File: src/sv/tsac_pkg.sv
// Shared types, codes and constants of the TCP sender acknowledgement and congestion engine.
package tsac_pkg;

	// Operation codes carried by a request.
	typedef enum logic [1:0] {
		OP_OPEN    = 2'd0,
		OP_HEADER  = 2'd1,
		OP_TIMEOUT = 2'd2
	} tsac_op_t;

	// Register indexes on the configuration port.
	typedef enum logic [1:0] {
		REG_MSS      = 2'd0,
		REG_CWND     = 2'd1,
		REG_SSTHRESH = 2'd2
	} tsac_reg_t;

	localparam int PADDR_W = 4;

	localparam logic [15:0] MSS_RESET      = 16'd1400;
	localparam logic [31:0] CWND_RESET     = 32'd1400;
	localparam logic [31:0] SSTHRESH_RESET = 32'd65535;

	// Duplicate acknowledgement counting.
	localparam int          DUP_ACK_LIMIT_DEF = 3;
	localparam int          DUP_COUNT_W       = 2;
	localparam logic [DUP_COUNT_W-1:0] DUP_COUNT_MAX = 2'd3;

	typedef struct packed {
		logic [15:0] mss;
		logic [31:0] init_cwnd;
		logic [31:0] init_ssthresh;
	} tsac_cfg_t;

	typedef struct packed {
		logic [31:0]            next_seq;
		logic [31:0]            cwnd;
		logic [31:0]            ssthresh;
		logic [15:0]            win;
		logic [31:0]            last_good_ack;
		logic [DUP_COUNT_W-1:0] dup_count;
		logic [31:0]            last_header_ack;
		logic [15:0]            last_header_window;
	} tsac_state_t;

	typedef struct packed {
		logic [31:0] send_sequence;
		logic [31:0] congestion_window;
		logic [31:0] slow_start_threshold;
		logic [15:0] peer_window;
		logic        retransmit;
		logic [31:0] rewind_bytes;
		logic        zero_window;
	} tsac_result_t;

endpackage

File: src/sv/tcp_sender_ack_congestion.sv
// Top level of the TCP sender acknowledgement and congestion engine.
// One request (open, header, timeout or unused code) is accepted every cycle
// while the result buffer has space, and its result is registered into the
// result buffer on acceptance. The connection state updates from the request
// and the current state, and that state loop sets the rate of one request
// per clock. A two-entry result buffer holds results while the result side
// stalls, so the request side keeps accepting until both entries are full.
// Configuration is written through an APB port with registers at byte addresses
// 0 (MSS), 4 (initial congestion window) and 8 (initial slow start threshold).
module tcp_sender_ack_congestion #(
	parameter int DUP_ACK_LIMIT = tsac_pkg::DUP_ACK_LIMIT_DEF
) (
	input  logic                         clk,
	input  logic                         arst_n,
	// Configuration port.
	input  logic                         psel,
	input  logic                         penable,
	input  logic                         pwrite,
	input  logic [tsac_pkg::PADDR_W-1:0] paddr,
	input  logic [31:0]                  pwdata,
	output logic [31:0]                  prdata,
	output logic                         pready,
	// Request channel.
	input  logic                         item_valid,
	output logic                         item_ready,
	input  logic [1:0]                   operation,
	input  logic [31:0]                  start_sequence,
	input  logic [31:0]                  ack_value,
	input  logic [15:0]                  peer_window_in,
	input  logic                         is_ack,
	// Result channel.
	output logic                         result_valid,
	input  logic                         result_ready,
	output logic [31:0]                  send_sequence,
	output logic [31:0]                  congestion_window,
	output logic [31:0]                  slow_start_threshold,
	output logic [15:0]                  peer_window,
	output logic                         retransmit,
	output logic [31:0]                  rewind_bytes,
	output logic                         zero_window
);
	import tsac_pkg::*;

	tsac_cfg_t    cfg;
	tsac_state_t  state_q;
	tsac_state_t  state_nxt;
	tsac_result_t res;
	tsac_result_t res_out;
	logic         space;
	logic         accept;

	assign item_ready = space;
	assign accept     = item_valid && space;

	tsac_regs u_regs (
		.clk     (clk),
		.arst_n  (arst_n),
		.psel    (psel),
		.penable (penable),
		.pwrite  (pwrite),
		.paddr   (paddr),
		.pwdata  (pwdata),
		.prdata  (prdata),
		.pready  (pready),
		.cfg     (cfg)
	);

	tsac_update #(
		.DUP_ACK_LIMIT (DUP_ACK_LIMIT)
	) u_update (
		.st             (state_q),
		.cfg            (cfg),
		.operation      (operation),
		.start_sequence (start_sequence),
		.ack_value      (ack_value),
		.peer_window_in (peer_window_in),
		.is_ack         (is_ack),
		.nxt            (state_nxt),
		.res            (res)
	);

	// Connection state advances on every accepted request.
	always_ff @(posedge clk or negedge arst_n) begin
		if (!arst_n) begin
			state_q <= '0;
		end else if (accept) begin
			state_q <= state_nxt;
		end
	end

	tsac_outbuf u_outbuf (
		.clk          (clk),
		.arst_n       (arst_n),
		.push         (accept),
		.push_data    (res),
		.space        (space),
		.result_valid (result_valid),
		.result_ready (result_ready),
		.result_data  (res_out)
	);

	assign send_sequence        = res_out.send_sequence;
	assign congestion_window    = res_out.congestion_window;
	assign slow_start_threshold = res_out.slow_start_threshold;
	assign peer_window          = res_out.peer_window;
	assign retransmit           = res_out.retransmit;
	assign rewind_bytes         = res_out.rewind_bytes;
	assign zero_window          = res_out.zero_window;

endmodule

File: src/sv/tsac_regs.sv
// APB configuration registers of the TCP sender engine.
module tsac_regs (
	input  logic                          clk,
	input  logic                          arst_n,
	input  logic                          psel,
	input  logic                          penable,
	input  logic                          pwrite,
	input  logic [tsac_pkg::PADDR_W-1:0]  paddr,
	input  logic [31:0]                   pwdata,
	output logic [31:0]                   prdata,
	output logic                          pready,
	output tsac_pkg::tsac_cfg_t           cfg
);
	import tsac_pkg::*;

	tsac_cfg_t cfg_q;
	logic      wr_en;
	tsac_reg_t reg_sel;

	assign pready  = 1'b1;
	assign wr_en   = psel & penable & pwrite;
	assign reg_sel = tsac_reg_t'(paddr[PADDR_W-1:2]);
	assign cfg     = cfg_q;

	// Register writes during the access phase.
	always_ff @(posedge clk or negedge arst_n) begin
		if (!arst_n) begin
			cfg_q.mss           <= MSS_RESET;
			cfg_q.init_cwnd     <= CWND_RESET;
			cfg_q.init_ssthresh <= SSTHRESH_RESET;
		end else if (wr_en) begin
			unique case (reg_sel)
				REG_MSS:      cfg_q.mss           <= pwdata[15:0];
				REG_CWND:     cfg_q.init_cwnd     <= pwdata;
				REG_SSTHRESH: cfg_q.init_ssthresh <= pwdata;
				default: ;
			endcase
		end
	end

	// Read data; unmapped addresses read as zero.
	always_comb begin
		unique case (reg_sel)
			REG_MSS:      prdata = {16'd0, cfg_q.mss};
			REG_CWND:     prdata = cfg_q.init_cwnd;
			REG_SSTHRESH: prdata = cfg_q.init_ssthresh;
			default:      prdata = 32'd0;
		endcase
	end

endmodule

File: src/sv/tsac_update.sv
// Next-state and result logic for one request of the TCP sender engine.
module tsac_update #(
	parameter int DUP_ACK_LIMIT = tsac_pkg::DUP_ACK_LIMIT_DEF
) (
	input  tsac_pkg::tsac_state_t  st,
	input  tsac_pkg::tsac_cfg_t    cfg,
	input  logic [1:0]             operation,
	input  logic [31:0]            start_sequence,
	input  logic [31:0]            ack_value,
	input  logic [15:0]            peer_window_in,
	input  logic                   is_ack,
	output tsac_pkg::tsac_state_t  nxt,
	output tsac_pkg::tsac_result_t res
);
	import tsac_pkg::*;

	localparam logic [DUP_COUNT_W-1:0] DupLimit = DUP_COUNT_W'(DUP_ACK_LIMIT);

	logic [32:0] cwnd_sum;
	logic [32:0] dup_bound;
	logic        in_dup_range;
	logic        retx;
	logic [31:0] rewind;
	logic        zero;

	// Window growth: one MSS in slow start, else one byte, saturating.
	assign cwnd_sum = {1'b0, st.cwnd}
		+ ((st.cwnd <= st.ssthresh) ? {17'd0, cfg.mss} : 33'd1);

	// A duplicate must lie within one MSS of the send sequence, without wrap.
	assign dup_bound    = {1'b0, st.next_seq} + {17'd0, cfg.mss};
	assign in_dup_range = {1'b0, ack_value} <= dup_bound;

	always_comb begin
		nxt    = st;
		retx   = 1'b0;
		rewind = 32'd0;
		zero   = 1'b0;
		unique case (tsac_op_t'(operation))
			OP_OPEN: begin
				nxt.next_seq           = start_sequence;
				nxt.cwnd               = cfg.init_cwnd;
				nxt.ssthresh           = cfg.init_ssthresh;
				nxt.last_good_ack      = 32'd0;
				nxt.dup_count          = '0;
				nxt.last_header_ack    = 32'd0;
				nxt.last_header_window = 16'd0;
			end
			OP_HEADER: begin
				nxt.last_header_ack    = ack_value;
				nxt.last_header_window = peer_window_in;
				if (is_ack) begin
					if (ack_value > st.next_seq) begin
						nxt.next_seq      = ack_value;
						nxt.win           = peer_window_in;
						nxt.last_good_ack = ack_value;
						nxt.dup_count     = '0;
					end else if (st.dup_count >= DupLimit) begin
						// Fast retransmit: go back to the acknowledged byte.
						rewind       = st.next_seq - ack_value;
						retx         = 1'b1;
						nxt.next_seq = ack_value;
						nxt.win      = peer_window_in;
					end else if (in_dup_range && ack_value == st.last_good_ack) begin
						if (st.dup_count < DUP_COUNT_MAX) begin
							nxt.dup_count = st.dup_count + 1'b1;
						end
					end
					nxt.cwnd = cwnd_sum[32] ? 32'hFFFF_FFFF : cwnd_sum[31:0];
					zero     = (nxt.win == 16'd0);
				end
			end
			OP_TIMEOUT: begin
				nxt.ssthresh = {1'b0, st.cwnd[31:1]};
				nxt.cwnd     = {16'd0, cfg.mss};
				rewind       = st.next_seq - st.last_header_ack;
				retx         = 1'b1;
				nxt.next_seq = st.last_header_ack;
				nxt.win      = st.last_header_window;
			end
			default: ;
		endcase
	end

	// Result reports the state after the request.
	always_comb begin
		res.send_sequence        = nxt.next_seq;
		res.congestion_window    = nxt.cwnd;
		res.slow_start_threshold = nxt.ssthresh;
		res.peer_window          = nxt.win;
		res.retransmit           = retx;
		res.rewind_bytes         = rewind;
		res.zero_window          = zero;
	end

endmodule

File: src/sv/tsac_outbuf.sv
// Two-entry result buffer (output register plus skid register) of the TCP sender engine.
module tsac_outbuf (
	input  logic                   clk,
	input  logic                   arst_n,
	input  logic                   push,
	input  tsac_pkg::tsac_result_t push_data,
	output logic                   space,
	output logic                   result_valid,
	input  logic                   result_ready,
	output tsac_pkg::tsac_result_t result_data
);
	import tsac_pkg::*;

	tsac_result_t data_q;
	tsac_result_t skid_q;
	logic         valid_q;
	logic         skid_valid_q;
	logic         main_free;

	assign space        = !skid_valid_q;
	assign result_valid = valid_q;
	assign result_data  = data_q;
	assign main_free    = !valid_q || result_ready;

	// Occupancy of the output and skid slots.
	always_ff @(posedge clk or negedge arst_n) begin
		if (!arst_n) begin
			valid_q      <= 1'b0;
			skid_valid_q <= 1'b0;
		end else if (main_free) begin
			valid_q      <= skid_valid_q || push;
			skid_valid_q <= 1'b0;
		end else if (push) begin
			skid_valid_q <= 1'b1;
		end
	end

	// Result payload moves; the skid entry drains first to keep order.
	always_ff @(posedge clk) begin
		if (main_free) begin
			if (skid_valid_q) begin
				data_q <= skid_q;
			end else if (push) begin
				data_q <= push_data;
			end
		end else if (push) begin
			skid_q <= push_data;
		end
	end

endmodule

File: config.mk
export PLATFORM = sky130hd
export DESIGN_NAME = tcp_sender_ack_congestion
export DESIGN_NICKNAME = d
export VERILOG_FILES = /design/src/sv/tsac_pkg.sv /design/src/sv/tcp_sender_ack_congestion.sv /design/src/sv/tsac_regs.sv /design/src/sv/tsac_update.sv /design/src/sv/tsac_outbuf.sv
export SDC_FILE = /design/constraint.sdc
export NUM_CORES = 1
export LEC_CHECK = 0
export BUFFER_PORTS_ARGS = -buffer_cell sky130_fd_sc_hd__buf_2
export CAP_MARGIN = 20
export CORE_MARGIN = 2
export CORE_UTILIZATION = 30
export DETAILED_ROUTE_END_ITERATION = 6
export PLACE_DENSITY = 0.57
export RECOVER_POWER = 25
export SETUP_SLACK_MARGIN = 0.15
export SKIP_LAST_GASP = 1
export SLEW_MARGIN = 20
export SYNTH_ARGS = -nofsm -noshare
export SYNTH_HDL_FRONTEND = slang
export SYNTH_SLANG_ARGS = --single-unit
File: constraint.sdc
create_clock -name clk -period 9.1 [get_ports clk]
set_input_delay 1.82 -clock clk [delete_from_list [all_inputs] [get_ports clk]]
set_output_delay 1.82 -clock clk [all_outputs]
set_load 0.1 [all_outputs]
# After elaboration in Yosys (flattened, before gate mapping)

Index checks and enable logic that the tools add are counted.

Equality and inequality tests: 10
$add $sub $neg: 5
Reductions and logical operators: 20
Muxes and demuxes: 34
Bitwise operators: 3
$lt $le $gt $ge: 5

Operators with widths:

| cell                                          | count |
|---|---|
| 2-to-1 mux 146 bit                            | 2 |
| 2-to-1 mux 32 bit                             | 7 |
| one-hot mux 64 bit (3 select lines)           | 1 |
| one-hot mux 82 bit (2 select lines)           | 1 |
| one-hot mux 32 bit (2 select lines)           | 2 |
| one-hot mux 32 bit (3 select lines)           | 1 |
| 2-to-1 mux 16 bit                             | 5 |
| 2-to-1 mux 64 bit                             | 1 |
| subtractor 32 bit                             | 2 |
| 2-to-1 mux 50 bit                             | 1 |
| adder 32 x 16 -> 33 bit                       | 1 |
| adder 32 x 33 -> 33 bit                       | 1 |
| less-or-equal comparator 32 x 33 -> 1 bit     | 1 |
| equality test 32 bit                          | 1 |
| greater-than comparator 32 bit                | 1 |
| less-or-equal comparator 32 bit               | 1 |
| one-hot mux 16 bit (2 select lines)           | 1 |
| logical NOT 16 bit                            | 1 |
| AND reduction 2 bit                           | 6 |
| 2-to-1 mux 2 bit                              | 4 |
| 2-to-1 mux 1 bit                              | 7 |
| != test 3 x 1 -> 1 bit, second input constant | 2 |
| AND reduction 6 bit                           | 1 |
| nonzero test 2 bit                            | 3 |
| 16 further kinds                              | 23 |

Bits in registers: 568
Output and inout port bits: 181

# Logic depth before layout (Yosys ltp)

Depth after elaboration: 10
Gate-level depth with buffers: 23
Gate-level depth less buffers: 22

# Cells and area by module

Synthesis repeated with hierarchy kept, for this count alone.

Cell total of the unflattened synthesis: 3140
Area, all modules: 35251.3 um^2

Modules (own cells, without submodules):

| module                    | times used | cells an instance | area each (um^2) |
|---|---|---|---|
| tsac_update               | 1          | 2015              | 13056.3 |
| tsac_outbuf               | 1          | 464               | 10659.0 |
| tcp_sender_ack_congestion | 1          | 411               | 7831.3 |
| tsac_regs                 | 1          | 250               | 3704.8 |

# Least setup slack after synthesis

No wires, ideal clock.

Kind: input port to flip-flop
Start: input port item_valid
End: register u_outbuf.skid_q[0] (netlist bit), enable pin
Cell stages on the path: 3
Data required time: 8.446 ns
Library setup time: 0.654 ns
Data arrival time: 8.254 ns
Setup slack: 0.191 ns
Path through: nand2_1 -> clkbuf_1 -> nor2_1

Word-level cells in the longest chain between the ends: 2

RTL lines:

| element                       | RTL line                        | source |
|---|---|---|
| start: declaration            | tcp_sender_ack_congestion.sv:24 | `input logic item_valid,` |
| logical AND 1 bit             | tcp_sender_ack_congestion.sv:53 | `assign accept = item_valid && space;` |
| AND reduction 2 bit (no line) | -                               |  |
| end signal: assignment        | tsac_outbuf.sv:47               | `skid_q <= push_data;` |
| end: declaration              | tsac_outbuf.sv:15               | `tsac_result_t skid_q;` |

No other way between the ends.
A chain may end at the register's enable or synchronous reset.

# Worst setup path in the final report

Start: register state_q[131] (netlist bit)
End: register u_outbuf.data_q (netlist bit u_outbuf.result_data[104]) (data pin)

Word-level cells in the longest chain between the ends: 8

RTL lines:

| element                               | RTL line                        | source |
|---|---|---|
| start: declaration                    | tcp_sender_ack_congestion.sv:45 | `tsac_state_t state_q;` |
| start signal: assignment              | tcp_sender_ack_congestion.sv:87 | `state_q <= state_nxt;` |
| less-or-equal comparator 32 bit       | tsac_update.sv:28               | `+ ((st.cwnd <= st.ssthresh) ? {17'd0, cfg.mss} : 33'd1);` |
| 2-to-1 mux 16 bit                     | tsac_update.sv:28               |  |
| adder 32 x 33 -> 33 bit *             | tsac_update.sv:28               |  |
| 2-to-1 mux 32 bit *                   | tsac_update.sv:69               | `nxt.cwnd = cwnd_sum[32] ? 32'hFFFF_FFFF : cwnd_sum[31:0];` |
| 2-to-1 mux 64 bit *                   | tsac_update.sv:52               | `if (is_ack) begin` |
| one-hot mux 64 bit (3 select lines) * | tsac_update.sv:39               | `unique case (tsac_op_t'(operation))` |
| 2-to-1 mux 146 bit *                  | tsac_outbuf.sv:43               | `end else if (push) begin` |
| 2-to-1 mux 146 bit *                  | tsac_outbuf.sv:41               | `if (skid_valid_q) begin` |
| end signal: assignment                | tsac_outbuf.sv:42               | `data_q <= skid_q;` |
| end signal: assignment                | tsac_outbuf.sv:44               | `data_q <= push_data;` |
| end: declaration                      | tsac_outbuf.sv:14               | `tsac_result_t data_q;` |

Mark *: on every way between the ends. The rest lies on a longest branch, timed or not. The select of a mux whose other input is x is not followed.

==> summary.txt <==
outcome = complete, but fails checks
violated checks = max-capacitance violations, max-slew violations
dominant register cell in the synthesized netlist = edfxtp_1
antenna violation net count after detailed routing = 0
CTS H-Tree Depth = 3
share of the yosys chip area belonging to registers = 47.2%
Syn. warnings = 0
standard cell core area = 110000 um^2
GRT Overall Usage = 20.0%
clock sink total = 568
maximum number of buffers from clock root to sink = 3
synth unique cells = 83
die footprint = 114000 um^2
required time reported for the critical path endpoint = 9.45 ns
netlist area before placement = 33300 um^2
post-detailed-route via-to-cell ratio = 5.43
number of iterations in the first detailed-routing pass = 5
number of synthesized flops with an enable pin = 292
pin count of the biggest net entering global routing = 133
highest-count cells in the layout ignoring fill and taps = nand2_1, buf_2, edfxtp_1, a21oi_1, dfrtp_1
setup-violating endpoint count in the final report = 0
FMAX = 0.160 GHz
Core Rows = 122
first-pass GRT wire length = 170 mm
vias in the first global route = 26052
critical path cell sequence = ha_1 -> nor2b_1 -> o21a_1 -> o21a_1 -> o21a_1 -> o21a_1 -> o21ai_0 -> a21oi_1 -> o21a_1 -> o21a_1 -> ha_1 -> fa_1 -> a21o_1 -> a21oi_1 -> nor2_1 -> o31ai_2 -> a211oi_2 -> o211ai_1 -> clkbuf_4 -> nand4_1 -> o21ai_0 -> o21ai_0
routability-driven placement congestion ratio = 0.899
post-cts gate resize count = 0
drt total wl = 117 mm
P_leak = 0.0159 uW
post-synthesis register bit count = 568
maximum fanout count along the critical path = 16
post-CTS setup repair buffer count = 0
highest-delay cell along the critical path = o21ai_0
worst relative slew slack = -248%
cts bufs inserted = 69
synthesized net count = 3584
Tmin final = 6.25 ns
min-delay src = state_q[5]
remaining global-route overflow = 0
count of pins on the block boundary = 307
die outline height = 337 um
worst min-delay path class = reg2reg
Worst R2R Start = state_q[131]
peak ir drop on the vdd network = 0.178 mV
crit path launch type = flip-flop
portion of the clock cycle consumed by the worst path in the final layout = 68.7%
Hold Fails Final Rpt = 0
WS Path Type = reg2reg
final core area utilization = 35.1%
final setup skew = 0.0379 ns
slew of the pin with the lowest slew margin = 5.22 ns
IO buf count = 303
die boundary width = 337 um
number of instances in the synthesized netlist = 3290
synth-to-layout area growth = 16.4%
drc violations = 0
Clk pin slew, worst setup/hold paths = 0.06 ns
worst setup path startpoint = state_q[131]
insertion delay of the later-clocked pin in the worst-skew pair = 0.66 ns
Max-Cap Viols = 3
arrival time of data at the critical path endpoint = 6.60 ns
kind of end point of the critical path = flip-flop
fraction of final layout cells with drive strength greater than 1 = 19.1%
total of hold buffers inserted after clock tree synthesis = 0
DR iter-0 viols = 2261
Tot Pwr = 10900 uW
initial antenna violation count = 18
routed len/inst = 23.0 um
most repeated library cell on the critical path = o21a_1
number of nets in the layout = 3806
leading cell type in the layout, fill and taps excluded = nand2_1
share of flip-flops with an asynchronous set or reset = 48.6%
vias post-DR = 27501
power per unit of standard cell area = 280 nW/um^2
number of max-slew violations in the final report = 153
Root Buffer Master = clkbuf_16
TNS Setup = 0 ns
mean instance size in the synthesized netlist = 10.1 um^2
unrepaired setup endpoints after global routing = false
Initial Utilization = 30.2%
CP peak stage delay = 0.54 ns
CTS tree = yes
half-perimeter wire length after placement = 83.6 mm
## report_power, final
part | switching [uW] | total (uW) | internal (uW)
sequential | 476 | 3660 | 3190
combinational | 2860 | 4270 | 1410
clock | 1200 | 2940 | 1740
## Yosys cell counts, drive strengths merged, types with 21 or more instances
master | n | area (um^2)
buf | 46 | 229
ha | 164 | 2050
a21o | 65 | 489
o31ai | 113 | 882
a221o | 53 | 531
xor2 | 51 | 447
o211ai | 27 | 203
nor3 | 29 | 161
nand3 | 76 | 385
o21ai | 179 | 896
a21oi | 261 | 1320
dfstp | 28 | 736
clkbuf | 149 | 561
xnor2 | 65 | 569
nand2 | 369 | 1390
a22oi | 52 | 390
nand4 | 35 | 219
o21bai | 51 | 383
a31oi | 33 | 206
o21a | 37 | 278
inv | 144 | 541
a22o | 99 | 867
nor2 | 216 | 818
dfrtp | 248 | 6210
edfxtp | 292 | 8770
mux2i | 31 | 310
mux2 | 126 | 1420
a211oi | 53 | 558
nor2b | 21 | 139
## worst paths after layout
| path | end | slack (ns) | cells past startpoint |
|---|---|---|---|
| min in group asynchronous | state_q[186] | 3.08 | 1 |
| setup reg to reg | u_outbuf.result_data[104] | 2.85 | 22 |
| setup / recovery | u_outbuf.result_data[104] | 2.85 | 22 |
| hold / removal | state_q[5] | 0.50 | 1 |
| max in group asynchronous | u_outbuf.skid_valid_q | 2.99 | 2 |
| hold reg to reg | state_q[5] | 0.50 | 1 |
## layout make-up
cell class | count | area, um^2
timing repair buffer | 346 | 1850
inverter | 145 | 544
clock buffer | 88 | 1880
tap | 1488 | 1860
clock inverter | 40 | 527
multi-input combinational | 2382 | 16400
antenna | 7 | 17.5
sequential | 568 | 15700
fill | 11049 | 71600
## metrics by stage
| step | setup slack, ns | instance area [um^2] | hold slack [ns] | std cells |
|---|---|---|---|---|
| 6_report | 2.85 | 38800 | 0.499 | 5064 |
| 5_1_grt | 2.19 | 38800 | 0.517 | 5059 |
| 4_1_cts | 2.66 | 38800 | 0.500 | 5056 |
| 3_5_place_dp | 2.70 | 36400 | 0.483 | 4928 |
| 3_3_place_gp | 2.77 | 36400 | 0.479 | 4928 |
| 2_1_floorplan | 0.191 | 33300 | 0.460 | 3290 |
## registers in the layout, indices dropped and copies added, names as in the netlist
| name | flops |
|---|---|
| state_q | 194 |
| u_outbuf.result_data | 146 |
| u_outbuf.result_valid | 1 |
| u_outbuf.skid_q | 146 |
| u_outbuf.skid_valid_q | 1 |
| u_regs.cfg | 80 |
## worst max-delay path: cells and delay by family, from the launching register on
family	cells	cell delay, ns
flops	1	0.48
fa+ha+maj	3	0.98
simple gates	3	0.32
compound gates	15	3.82
buf+inv	1	0.31
## per-layer routing
layer	track usage (%)	routed length [um]
met1	28.6	53300
met5	0	88
met2	29.8	50700
met3	3.90	8920
met4	6.83	3530
## cell families after synthesis
| kind of cell | Yosys count | share of synthesized area (%) |
|---|---|---|
| AO/OA/AOI/OAI | 1092 | 22.8 |
| AND/OR/NAND/NOR | 848 | 11.3 |
| flip-flops | 568 | 47.2 |
| buffers and inverters | 340 | 4.00 |
| adder cells (fa/ha/maj) | 168 | 6.40 |
| multiplexers | 157 | 5.19 |
| XOR/XNOR | 116 | 3.05 |
| other | 1 | 0.0113 |
Note: power is estimated with default switching activity, not from simulation.
